## config.mk

```make
export PLATFORM = sky130hd
export DESIGN_NAME = qsve_ctrl
export DESIGN_NICKNAME = d
export VERILOG_FILES = /design/src/design/qsve_pkg.sv /design/src/design/qsve_ctrl.sv
export SDC_FILE = /design/constraint.sdc
export NUM_CORES = 1
export LEC_CHECK = 0
export ABC_AREA = 1
export BUFFER_PORTS_ARGS = -buffer_cell sky130_fd_sc_hd__buf_2
export CAP_MARGIN = 10
export CORE_UTILIZATION = 53
export DETAILED_ROUTE_END_ITERATION = 12
export HOLD_SLACK_MARGIN = 0.15
export PLACE_DENSITY = 0.85
export SYNTH_ARGS = -nofsm -noshare
export SYNTH_HDL_FRONTEND = slang
export SYNTH_SLANG_ARGS = --single-unit
```

## constraint.sdc

```tcl
create_clock -name clk -period 2.8 [get_ports clk]
set_input_delay 0.42 -clock clk [delete_from_list [all_inputs] [get_ports clk]]
set_output_delay 0.42 -clock clk [all_outputs]
set_load 0.1 [all_outputs]
```

## src/design/qsve_pkg.sv

```systemverilog
// ----------------------------------------------------------------------------
// qsve_pkg
// Shared types, codes and constants of the qubit state vector engine.
// ----------------------------------------------------------------------------
package qsve_pkg;

  localparam int MAX_QUBITS_DEF = 4;
  localparam int AMP_WIDTH_DEF  = 16;

  localparam logic [31:0] INV_SQRT2_Q31 = 32'd1518500250;
  localparam logic [2:0]  AQ_RESET      = 3'd4;
  localparam int          DIV_STEPS     = 63;
  localparam int          SQRT_STEPS    = 32;

  typedef enum logic [2:0] {
    FUNC_INIT = 3'd0,
    FUNC_GATE = 3'd1,
    FUNC_CNOT = 3'd2,
    FUNC_MEAS = 3'd3,
    FUNC_READ = 3'd4
  } func_t;

  typedef enum logic [2:0] {
    GATE_X = 3'd0,
    GATE_Y = 3'd1,
    GATE_Z = 3'd2,
    GATE_H = 3'd3
  } gate_t;

  typedef enum logic [4:0] {
    ST_CLEAR,
    ST_IDLE,
    ST_DISPATCH,
    ST_INIT,
    ST_P_RA,
    ST_P_RB,
    ST_P_LB,
    ST_P_W0,
    ST_P_W1,
    ST_M1_RD,
    ST_M1_AC,
    ST_M_DEC,
    ST_M2_RD,
    ST_M2_AC,
    ST_M_NZ,
    ST_M_DIV,
    ST_M_SQI,
    ST_M_SQRT,
    ST_M3_RD,
    ST_M3_WR,
    ST_R_RD,
    ST_R_CAP,
    ST_DONE
  } state_t;

  typedef enum logic [2:0] {
    WR_NONE,
    WR_RST,
    WR_BASIS,
    WR_PAIR0,
    WR_PAIR1,
    WR_ZERO,
    WR_SCALE
  } wr_kind_t;

  typedef enum logic [1:0] {
    ADDR_I,
    ADDR_J,
    ADDR_B
  } addr_sel_t;

  typedef enum logic [1:0] {
    LIM_DEPTH,
    LIM_DIM,
    LIM_DIV,
    LIM_SQRT
  } lim_t;

  typedef struct packed {
    logic      load;
    logic      cnt_clr;
    logic      cnt_inc;
    lim_t      lim;
    logic      rd_en;
    addr_sel_t rd_sel;
    logic      lat_a0;
    logic      lat_a1;
    wr_kind_t  wr;
    logic      acc_clr;
    logic      acc_pz;
    logic      acc_nrm;
    logic      decide;
    logic      div_init;
    logic      div_step;
    logic      sqrt_init;
    logic      sqrt_step;
    logic      rsp_cap;
    logic      rsp_load;
  } dp_cmd_t;

  typedef struct packed {
    logic [2:0] func;
    logic       bad;
    logic       skip;
    logic       last;
    logic       mismatch;
    logic       norm_zero;
    logic       rsp_free;
  } dp_status_t;

endpackage

```

## src/design/qsve_ctrl.sv

```systemverilog
// ----------------------------------------------------------------------------
// qsve_ctrl
// Sequencer for the engine: walks the amplitude passes of each item.
// ----------------------------------------------------------------------------
module qsve_ctrl import qsve_pkg::*; (
  input  logic       clk,
  input  logic       rst,
  input  logic       req_valid,
  output logic       req_ready,
  input  dp_status_t st,
  output dp_cmd_t    cmd
);

  state_t state, state_next;

  always_ff @(posedge clk) begin
    if (rst) begin
      state <= ST_CLEAR;
    end else begin
      state <= state_next;
    end
  end

  always_comb begin
    state_next = state;
    case (state)
      ST_CLEAR:    if (st.last) state_next = ST_IDLE;
      ST_IDLE:     if (req_valid) state_next = ST_DISPATCH;
      ST_DISPATCH: begin
        if (st.bad) begin
          state_next = ST_DONE;
        end else begin
          case (st.func)
            FUNC_INIT: state_next = ST_INIT;
            FUNC_GATE: state_next = ST_P_RA;
            FUNC_CNOT: state_next = ST_P_RA;
            FUNC_MEAS: state_next = ST_M1_RD;
            FUNC_READ: state_next = ST_R_RD;
            default:   state_next = ST_DONE;
          endcase
        end
      end
      ST_INIT:     if (st.last) state_next = ST_DONE;
      ST_P_RA: begin
        if (!st.skip) state_next = ST_P_RB;
        else if (st.last) state_next = ST_DONE;
      end
      ST_P_RB:     state_next = ST_P_LB;
      ST_P_LB:     state_next = ST_P_W0;
      ST_P_W0:     state_next = ST_P_W1;
      ST_P_W1:     state_next = ST_P_RA;
      ST_M1_RD:    state_next = ST_M1_AC;
      ST_M1_AC:    state_next = st.last ? ST_M_DEC : ST_M1_RD;
      ST_M_DEC:    state_next = ST_M2_RD;
      ST_M2_RD:    state_next = ST_M2_AC;
      ST_M2_AC:    state_next = st.last ? ST_M_NZ : ST_M2_RD;
      ST_M_NZ:     state_next = st.norm_zero ? ST_DONE : ST_M_DIV;
      ST_M_DIV:    if (st.last) state_next = ST_M_SQI;
      ST_M_SQI:    state_next = ST_M_SQRT;
      ST_M_SQRT:   if (st.last) state_next = ST_M3_RD;
      ST_M3_RD:    state_next = ST_M3_WR;
      ST_M3_WR:    state_next = st.last ? ST_DONE : ST_M3_RD;
      ST_R_RD:     state_next = ST_R_CAP;
      ST_R_CAP:    state_next = ST_DONE;
      ST_DONE:     if (st.rsp_free) state_next = ST_IDLE;
      default:     state_next = ST_IDLE;
    endcase
  end

  always_comb begin
    cmd       = '0;
    cmd.lim   = LIM_DIM;
    cmd.rd_sel = ADDR_I;
    cmd.wr    = WR_NONE;
    req_ready = 1'b0;
    case (state)
      ST_CLEAR: begin
        cmd.wr      = WR_RST;
        cmd.lim     = LIM_DEPTH;
        cmd.cnt_inc = 1'b1;
      end
      ST_IDLE: begin
        req_ready = 1'b1;
        cmd.load  = req_valid;
      end
      ST_DISPATCH: begin
        cmd.cnt_clr = 1'b1;
        cmd.acc_clr = 1'b1;
      end
      ST_INIT: begin
        cmd.wr      = WR_BASIS;
        cmd.lim     = LIM_DEPTH;
        cmd.cnt_inc = 1'b1;
      end
      ST_P_RA: begin
        if (st.skip) begin
          cmd.cnt_inc = 1'b1;
        end else begin
          cmd.rd_en = 1'b1;
        end
      end
      ST_P_RB: begin
        cmd.lat_a0 = 1'b1;
        cmd.rd_en  = 1'b1;
        cmd.rd_sel = ADDR_J;
      end
      ST_P_LB:  cmd.lat_a1 = 1'b1;
      ST_P_W0:  cmd.wr = WR_PAIR0;
      ST_P_W1: begin
        cmd.wr      = WR_PAIR1;
        cmd.cnt_inc = 1'b1;
      end
      ST_M1_RD: cmd.rd_en = 1'b1;
      ST_M1_AC: begin
        cmd.acc_pz  = 1'b1;
        cmd.cnt_inc = 1'b1;
      end
      ST_M_DEC: begin
        cmd.decide  = 1'b1;
        cmd.cnt_clr = 1'b1;
        cmd.acc_clr = 1'b1;
      end
      ST_M2_RD: cmd.rd_en = 1'b1;
      ST_M2_AC: begin
        cmd.wr      = st.mismatch ? WR_ZERO : WR_NONE;
        cmd.acc_nrm = 1'b1;
        cmd.cnt_inc = 1'b1;
      end
      ST_M_NZ: begin
        cmd.cnt_clr  = 1'b1;
        cmd.div_init = 1'b1;
      end
      ST_M_DIV: begin
        cmd.lim      = LIM_DIV;
        cmd.div_step = 1'b1;
        cmd.cnt_inc  = 1'b1;
      end
      ST_M_SQI: begin
        cmd.sqrt_init = 1'b1;
        cmd.cnt_clr   = 1'b1;
      end
      ST_M_SQRT: begin
        cmd.lim       = LIM_SQRT;
        cmd.sqrt_step = 1'b1;
        cmd.cnt_inc   = 1'b1;
        cmd.cnt_clr   = st.last;
      end
      ST_M3_RD: cmd.rd_en = 1'b1;
      ST_M3_WR: begin
        cmd.wr      = WR_SCALE;
        cmd.cnt_inc = 1'b1;
      end
      ST_R_RD: begin
        cmd.rd_en  = 1'b1;
        cmd.rd_sel = ADDR_B;
      end
      ST_R_CAP: cmd.rsp_cap = 1'b1;
      ST_DONE:  cmd.rsp_load = st.rsp_free;
      default: begin
        cmd = '0;
      end
    endcase
  end

endmodule

```

==> impl_metrics.py, run 1 <==
metrics = {
    "drt": {
        "avgRoutedWirePerCell_um": 13.4,
        "wirelength_met1_um": 1320,
        "vias": 1442,
        "firstDrtPassIters": 5,
        "antenna_left": 0,
        "via_per_inst": 5.70,
        "wl_um": 3380,
        "first_iter_violations": 92,
        "routed.top_layer": "met4",
        "route.met2.wl_um": 1600,
        "route.met3.wl_um": 311,
        "drc": 0,
    },
    "power_and_ir_drop": {
        "p_per_area_nw_per_um2": 1360,
        "p_sw_mw": 1.22,
        "combPwrFrac_pct": 85.6,
        "irDropWorstVdd_mv": 1.33,
        "p_clk_share_pct": 5.3,
        "p_int_mw": 0.401,
        "p_leak_nw": 0.768,
        "share_seq_of_total_power_pct": 9.0,
        "p_sw_share_pct": 75.2,
        "design_power_total_mw": 1.62,
    },
    "synth": {
        "synth_cells": 192,
        "ys_seq_area_share_pct": 10.5,
        "synthArstFlopShare_pct": 0,
        "synthFlopType": "dfxtp_1",
        "syn_area_per_cell_um2": 4.95,
        "yosysWarnings": 0,
        "synth.distinct_cells": 22,
        "syn-num-nets": 204,
        "synth_edf_count": 0,
        "ys_seq_elements": 5,
        "syn_area_um2": 951,
    },
    "critical_path": {
        "worstPathArrival_ps": 2130,
        "startpoint_type": "flop",
        "path_class": "flop to output port",
        "cp-end-kind": "output port",
        "path_max_fanout": 9,
        "worstPathRequired_ps": 2380,
    },
    "timing": {
        "slew_headroom_pct": 67.0,
        "finalMaxSlewViolations": 0,
        "hold_viol": 0,
        "fmax_mhz": 392,
        "rsz0062_at_grt": "false",
        "worst_pin_slew_ps": 498,
        "min_period_ps": 2550,
        "clock_skew_ps": 5.39,
        "setup_violations": 0,
        "final_min_period_over_clock_period_pct": 91.1,
    },
    "floorplanning": {
        "design.die.area_um2": 1970,
        "pin_count": 36,
        "core_area_um2": 1590,
        "start_util_pct": 59.7,
        "rows": 14,
        "die_h_um": 44.4,
        "die_w_um": 44.4,
    },
    "place": {
        "dp_hpwl_um": 2780,
        "placed_cells": 249,
        "numPortBuffers": 35,
        "place_congestion": 1.10,
    },
    "clock_network": {
        "numCtsBuffers": 3,
        "clk_latency_ps": 250,
        "path_clk_slew_ps": 50,
        "cts_resized": 0,
        "cts_tree": "built",
        "cts_max_level": 1,
        "cts.sinks": 5,
        "cts-root-buf": "clkbuf_4",
        "clk_path_buf_depth": 2,
        "cts_setup_buffers": 0,
        "cts_hold_buf": 0,
    },
    "layout": {
        "largestRegisters": "state: 5 flops",
        "diodes": 0,
        "multiInputGateArea_um2": 742,
        "drive_above_1_share_pct": 27.5,
        "fillers": 155,
        "largest-register": "state",
        "fin_cells": 253,
        "regArea_um2": 100,
        "largest_reg_flops": 5,
        "area_growth_pct": 25.5,
        "finalNetCount": 242,
    },
    "grt": {
        "grt_pass1_wl_um": 5240,
        "grt_usage_pct": 36.1,
        "grt_pass1_vias": 1162,
        "antenna_found_initial": 0,
        "grt_max_degree": 13,
        "globalRouteOverflowTotal": 0,
    },
    "worst_hold_path": {
        "hold_path.class": "primary input to flop",
    },
    "run": {
        "cap_violations": 0,
    },
    "status": {
        "status": "completed",
    },
}
==> cell usage in the layout (no fill, tap or decap), drive strengths merged, types with 5 or more instances in the layout <==
| cell | n |
|---|---|
| nand4 | 6 |
| nor3 | 5 |
| inv | 32 |
| dfxtp | 5 |
| nor2 | 45 |
| nand2 | 60 |
| a21oi | 7 |
| buf | 35 |
| nand3 | 21 |
==> routing by layer <==
metal  up-vias  track usage, %
met5         -               0
met4         0            15.2
met3        22            5.31
met2       115            59.1
met1       628            47.0
li1        677               -
==> final cells by class <==
type                            count  share of cell area, %
Sequential cell                     5                   8.39
Tap cell                           24                   2.52
Timing Repair Buffer               35                   14.7
Inverter                           32                   10.1
Multi-Input combinational cell    153                   62.2
Clock buffer                        4                   2.20
==> power groups by stage <==
stage	clock network (mW)	logic [mW]	registers, mW
finish	0.0863	1.39	0.146
global route	0.0880	1.45	0.150
CTS	0.0878	1.37	0.144
detailed placement	0	1.37	0.145
global placement	0	1.35	0.144
floorplan	0	1.18	0.118
==> metrics by stage <==
stage | instance area (um2) | utilization, % | setup slack (ps) | setup TNS, ps | hold WS [ps]
after global routing | 1190 | 74.9 | 144 | 0 | 396
final | 1190 | 74.9 | 248 | 0 | 389
after global placement | 1170 | 73.2 | 590 | 0 | 623
after CTS | 1190 | 74.9 | 323 | 0 | 385
after detailed placement | 1170 | 73.2 | 586 | 0 | 634
after floorplan | 975 | - | -119 | -230 | 489
==> synth_stat cells, drive strengths merged (2+ instances only) <==
library cell	number	area (um2)
buf	2	12.5
a21oi	7	35.0
dfxtp	5	100
nand4	6	43.8
o21ai	4	20.0
nor2	45	216
nor3	5	25.0
nand3	21	115
inv	32	120
nand2	60	228
==> critical path, cell delays in order, from the launching register on <==
cell	delay (ps)
dfxtp_1	530
nand2_1	180
nor2_2	230
nand2_1	170
nand2_1	100
nor2_1	50
nand2_1	70
nor3_1	50
nand4_1	80
buf_2	420
==> final timing paths <==
check | to | cells past startpoint | startpoint | slack, ps
worst max-delay path | cmd[18] | 9 | state[1] | 250
worst min-delay path | state[1] | 2 | rst | 390
worst max register to register | state[0] | 10 | state[1] | 1030
worst min register to register | state[1] | 2 | state[1] | 650
==> cells by family after synthesis <==
group / count (synthesis) / share of synthesized area (%)
compound gates: 12 / 6.58
buf+inv: 34 / 13.9
flops: 5 / 10.5
simple gates: 141 / 68.9
No activity file was read; power rests on OpenSTA's default activity.
==> inputs of run 2 (changes only) <==
CELL_PAD_IN_SITES_DETAIL_PLACEMENT = 1   (was default)
CELL_PAD_IN_SITES_GLOBAL_PLACEMENT = 1   (was default)
CORE_UTILIZATION = 33   (was 53)
PLACE_DENSITY = default   (was 0.85)
PLACE_DENSITY_LB_ADDON = 0.1   (was default)
==> run 2 against run 1 <==
  * Sequential cell count unchanged
  * Die area up 58%
  * Power up 1.0%
  * Sequential share of layout area down 0.061 points
  * Routed wire length up 15%
  * Utilization down 31 points
  * Count of clock-buffer cells in the layout unchanged
  * Clock power down 2%
  * Global-route usage down 9.7 points
  * Setup slack worse by 50 ps
  * Largest cell class unchanged
==> impl_metrics.py, run 2 (synthesized netlist as in run 1, its figures left out) <==
metrics = {
    "status": {
        "status": "completed",
    },
    "timing": {
        "min_period_ps": 2600,
        "rsz0062_at_grt": "false",
        "fmax_mhz": 384,
        "final_min_period_over_clock_period_pct": 92.9,
        "worst_pin_slew_ps": 494,
        "finalMaxSlewViolations": 0,
        "hold_viol": 0,
        "slew_headroom_pct": 67.3,
        "setup_violations": 0,
        "clock_skew_ps": 0.268,
        "setup_tns_ps": 0,
    },
    "power_and_ir_drop": {
        "combPwrFrac_pct": 85.9,
        "p_per_area_nw_per_um2": 1360,
        "design_power_total_mw": 1.63,
        "p_sw_mw": 1.23,
        "p_clk_share_pct": 5.2,
        "p_sw_share_pct": 75.5,
        "p_int_mw": 0.401,
        "share_seq_of_total_power_pct": 9.0,
        "irDropWorstVdd_mv": 0.801,
        "p_leak_nw": 0.768,
    },
    "drt": {
        "route.met2.wl_um": 1840,
        "vias": 1378,
        "firstDrtPassIters": 4,
        "first_iter_violations": 76,
        "avgRoutedWirePerCell_um": 15.0,
        "routed.top_layer": "met4",
        "antenna_left": 0,
        "route.met3.wl_um": 308,
        "via_per_inst": 5.30,
        "drc": 0,
        "wirelength_met1_um": 1620,
        "wl_um": 3890,
    },
    "clock_network": {
        "cts-root-buf": "clkbuf_4",
        "numCtsBuffers": 3,
        "cts_tree": "built",
        "cts_setup_buffers": 0,
        "path_clk_slew_ps": 40,
        "cts_hold_buf": 0,
        "cts_resized": 0,
        "cts.sinks": 5,
        "clk_latency_ps": 240,
        "clk_path_buf_depth": 2,
        "cts_max_level": 1,
    },
    "floorplanning": {
        "die_w_um": 55.7,
        "rows": 19,
        "start_util_pct": 34.8,
        "design.die.area_um2": 3100,
        "core_area_um2": 2730,
        "die_h_um": 55.7,
        "pin_count": 36,
    },
    "place": {
        "dp_hpwl_um": 3380,
        "place_area_um2": 1180,
        "place_congestion": 0.963,
        "numPortBuffers": 35,
        "placed_cells": 256,
    },
    "layout": {
        "largest-register": "state",
        "fin_area_um2": 1200,
        "most-common-layout-cells": "59 x nand2_1, 35 x buf_2, 32 x nor2_1, 27 x inv_1, 19 x nand3_1",
        "diodes": 0,
        "largestRegisters": "state: 5 flops",
        "fin_cells": 260,
        "utilization_pct": 44.0,
        "largest_reg_flops": 5,
        "drive_above_1_share_pct": 27.5,
        "area_growth_pct": 26.4,
        "fillers": 427,
        "finalNetCount": 242,
        "final_common_cell": "nand2_1",
    },
    "grt": {
        "grt_pass1_wl_um": 6370,
        "grt_max_degree": 13,
        "antenna_found_initial": 0,
        "globalRouteOverflowTotal": 0,
        "grt_usage_pct": 26.4,
        "grt_pass1_vias": 1333,
    },
    "critical_path": {
        "worstPathArrival_ps": 2180,
        "startpoint_type": "flop",
        "cp-end-kind": "output port",
        "path_class": "flop to output port",
        "worstPathRequired_ps": 2380,
        "crit_path_top_delay_cell": "dfxtp_1",
        "critPathMaxStageDelay_ps": 440,
        "crit_chain": "inv_2 > nand3_2 > nor2_2 > nor2_1 > nand2_1 > nor3_1 > nand4_1 > buf_2",
        "r2r_slack_ps": 950,
        "path_max_fanout": 12,
    },
    "worst_hold_path": {
        "hold_path.class": "primary input to flop",
    },
    "run": {
        "cap_violations": 0,
    },
}
-- run 2: cell counts in the layout (fill, tap and decap cells not counted) --
Identical to the previous run, type by type.
-- run 2: final timing paths --
| path | startpoint | cells past startpoint | to |
|---|---|---|---|
| setup / recovery | state[4] | 8 | cmd[18] |
| hold / removal | rst | 2 | state[2] |
| setup reg to reg | state[4] | 8 | state[3] |
| hold reg to reg | state[1] | 2 | state[2] |
-- run 2: stage by stage --
stage,hold WS (ps),setup WS (ps)
floorplan,489,-119
global placement,624,505
detailed placement,644,482
CTS,384,209
global route,387,89.8
finish,390,198
-- run 2: cell type report --
| cell class | count | area (um2) | area share (%) |
|---|---|---|---|
| multi-input cells | 153 | 742 | 61.7 |
| repair buffers | 35 | 175 | 14.6 |
| inverters | 32 | 120 | 9.99 |
| flip-flops and latches | 5 | 100 | 8.32 |
| well taps | 31 | 38.8 | 3.23 |
| clock buffers | 4 | 26.3 | 2.19 |
-- run 2: critical path, delay by kind of cell (launching register included) --
family,cells,cell delay [ps]
buf+inv,2,670
simple gates,6,810
flops,1,440
-- run 2: layer usage --
layer | up-vias | global-route usage (%)
met2 | 70 | 43.2
met4 | 0 | 8.57
met1 | 619 | 36.0
met3 | 13 | 2.79
li1 | 676 | -
met5 | - | 0
-- run 2: power groups by stage --
stage	combinational (mW)	clock, mW	sequential (mW)
6_report	1.40	0.0846	0.146
5_1_grt	1.48	0.0931	0.152
4_1_cts	1.40	0.0878	0.146
3_5_place_dp	1.40	0	0.147
3_3_place_gp	1.39	0	0.143
2_1_floorplan	1.18	0	0.118
==> inputs of run 3 (changes only) <==
PLACE_DENSITY_LB_ADDON = 0.25   (was 0.1)
==> run 3 against run 2 <==
  * Global-route usage increased by 2.4 points
  * Via count decreased by 0.15%
  * Worst hold slack lost 7.1 ps
  * Sequential share of layout area up 0.095 points
  * Non-clock buffer count stayed put
  * Clock skew rose by 4.3 ps
  * Critical path depth unchanged
  * Power grew 1.2%
  * First-iteration DRC count down 57%
  * Sequential power up 3%
  * Largest cell class unchanged
  * Highest routed layer unchanged
==> impl_metrics.py, run 3 (synthesized netlist as in run 1, its figures left out) <==
metrics = {
    "timing": {
        "fmax_mhz": 391,
        "hold_viol": 0,
        "whs_ps": 383,
        "worst_pin_slew_ps": 508,
        "setup_violations": 0,
        "slew_headroom_pct": 66.4,
        "clock_skew_ps": 4.54,
        "finalMaxSlewViolations": 0,
        "rsz0062_at_grt": "false",
        "min_period_ps": 2560,
        "final_min_period_over_clock_period_pct": 91.4,
    },
    "worst_hold_path": {
        "min_to": "state[4]",
        "min_from": "rst",
        "hold_path.class": "primary input to flop",
        "min_path_cells": 2,
    },
    "critical_path": {
        "critPathMaxStageDelay_ps": 420,
        "r2r-start": "state[4]",
        "reg2reg_depth": 8,
        "r2r_slack_ps": 1040,
        "path_max_fanout": 12,
        "startpoint_type": "flop",
        "r2r-end": "state[3]",
        "cp-end-kind": "output port",
        "crit_path_top_delay_cell": "buf_2",
        "cpLargestDelayFamily": "simple AND/OR/NAND/NOR gates",
        "crit_chain": "inv_2 > nand3_2 > nor2_2 > nor2_1 > nand2_1 > nor3_1 > nand4_1 > buf_2",
        "path_class": "flop to output port",
        "worstPathArrival_ps": 2140,
        "worstPathRequired_ps": 2380,
        "crit_buf_inv": 2,
    },
    "drt": {
        "avgRoutedWirePerCell_um": 16.0,
        "firstDrtPassIters": 4,
        "via_per_inst": 5.29,
        "antenna_left": 0,
        "wl_um": 4160,
        "first_iter_violations": 33,
        "drc": 0,
        "vias": 1376,
    },
    "grt": {
        "grt_pass1_wl_um": 6980,
        "globalRouteOverflowTotal": 0,
        "grt_max_degree": 13,
        "antenna_found_initial": 0,
        "grt_pass1_vias": 1441,
        "grt_usage_pct": 28.8,
    },
    "layout": {
        "finalNetCount": 242,
        "largestRegisters": "state: 5 flops",
        "regArea_um2": 101,
        "drive_above_1_share_pct": 27.9,
        "largest_reg_flops": 5,
        "final_common_cell": "nand2_1",
        "largest-register": "state",
        "most-common-layout-cells": "59 x nand2_1, 35 x buf_2, 32 x nor2_1, 27 x inv_1, 19 x nand3_1",
        "multiInputGateArea_um2": 742,
        "diodes": 0,
        "fillers": 444,
        "area_growth_pct": 26.6,
    },
    "status": {
        "status": "completed",
    },
    "clock_network": {
        "cts-root-buf": "clkbuf_4",
        "cts_max_level": 1,
        "numCtsBuffers": 3,
        "clk_path_buf_depth": 2,
        "cts_hold_buf": 0,
        "path_clk_slew_ps": 50,
        "cts.sinks": 5,
        "clk_latency_ps": 250,
        "cts_tree": "built",
        "cts_setup_buffers": 0,
    },
    "place": {
        "dp_hpwl_um": 3520,
        "place_congestion": 1.04,
        "numPortBuffers": 35,
    },
    "power_and_ir_drop": {
        "irDropWorstVdd_mv": 1.00,
        "p_per_area_nw_per_um2": 1370,
        "p_leak_nw": 0.769,
        "design_power_total_mw": 1.65,
    },
    "floorplanning": {
        "design.die.area_um2": 3100,
        "core_area_um2": 2730,
        "rows": 19,
        "pin_count": 36,
        "die_h_um": 55.7,
        "start_util_pct": 34.8,
        "die_w_um": 55.7,
    },
    "run": {
        "cap_violations": 0,
    },
}
run 3: where the power goes:
part           leakage [nW]  internal [mW]  total [mW]  switching [mW]
Clock                0.0150         0.0541      0.0877          0.0335
Combinational         0.712          0.252        1.42            1.16
Sequential           0.0414         0.0958       0.151          0.0548
Total                 0.769          0.402        1.65            1.25
run 3: worst max-delay path by stage:
stage | startpoint | to | slack [ps] | depth (start not counted)
finish | state[4] | cmd[18] | 240 | 8
global route | state[4] | cmd[18] | 130 | 8
CTS | state[4] | cmd[21] | 150 | 8
detailed placement | state[4] | cmd[18] | 420 | 8
global placement | state[4] | cmd[18] | 450 | 8
floorplan | state[2] | cmd[18] | -120 | 6
run 3: area by class of cell:
type | instances | share of cell area (%)
Multi-Input combinational cell | 153 | 61.6
Tap cell | 31 | 3.22
Timing Repair Buffer | 35 | 14.6
Sequential cell | 5 | 8.42
Inverter | 32 | 9.98
Clock buffer | 4 | 2.18
run 3: per-layer routing:
layer | vias up | GRT usage [%] | part of all wire [%]
met5 | - | 0 | 0
met4 | 0 | 11.4 | 2.4
met3 | 11 | 3.02 | 4.7
met2 | 46 | 49.1 | 48
met1 | 641 | 37.0 | 45
li1 | 678 | - | -
run 3: metrics by stage:
| stage | worst slack (ps) | setup TNS, ps | utilization, % | cells | area (um2) |
|---|---|---|---|---|---|
| final | 241 | 0 | 44.0 | 260 | 1200 |
| after global routing | 134 | 0 | 44.0 | 260 | 1200 |
| after global placement | 448 | 0 | 43.0 | 256 | 1180 |
| after floorplan | -119 | -230 | - | 192 | 975 |
| after CTS | 146 | 0 | 44.0 | 260 | 1200 |
| after detailed placement | 422 | 0 | 43.0 | 256 | 1180 |
run 3: repair_timing:
item                                    4_1_cts  5_1_grt
gates resized for setup                       0        1
hold endpoints to repair                      0        0
endpoints found under the setup margin        0        1
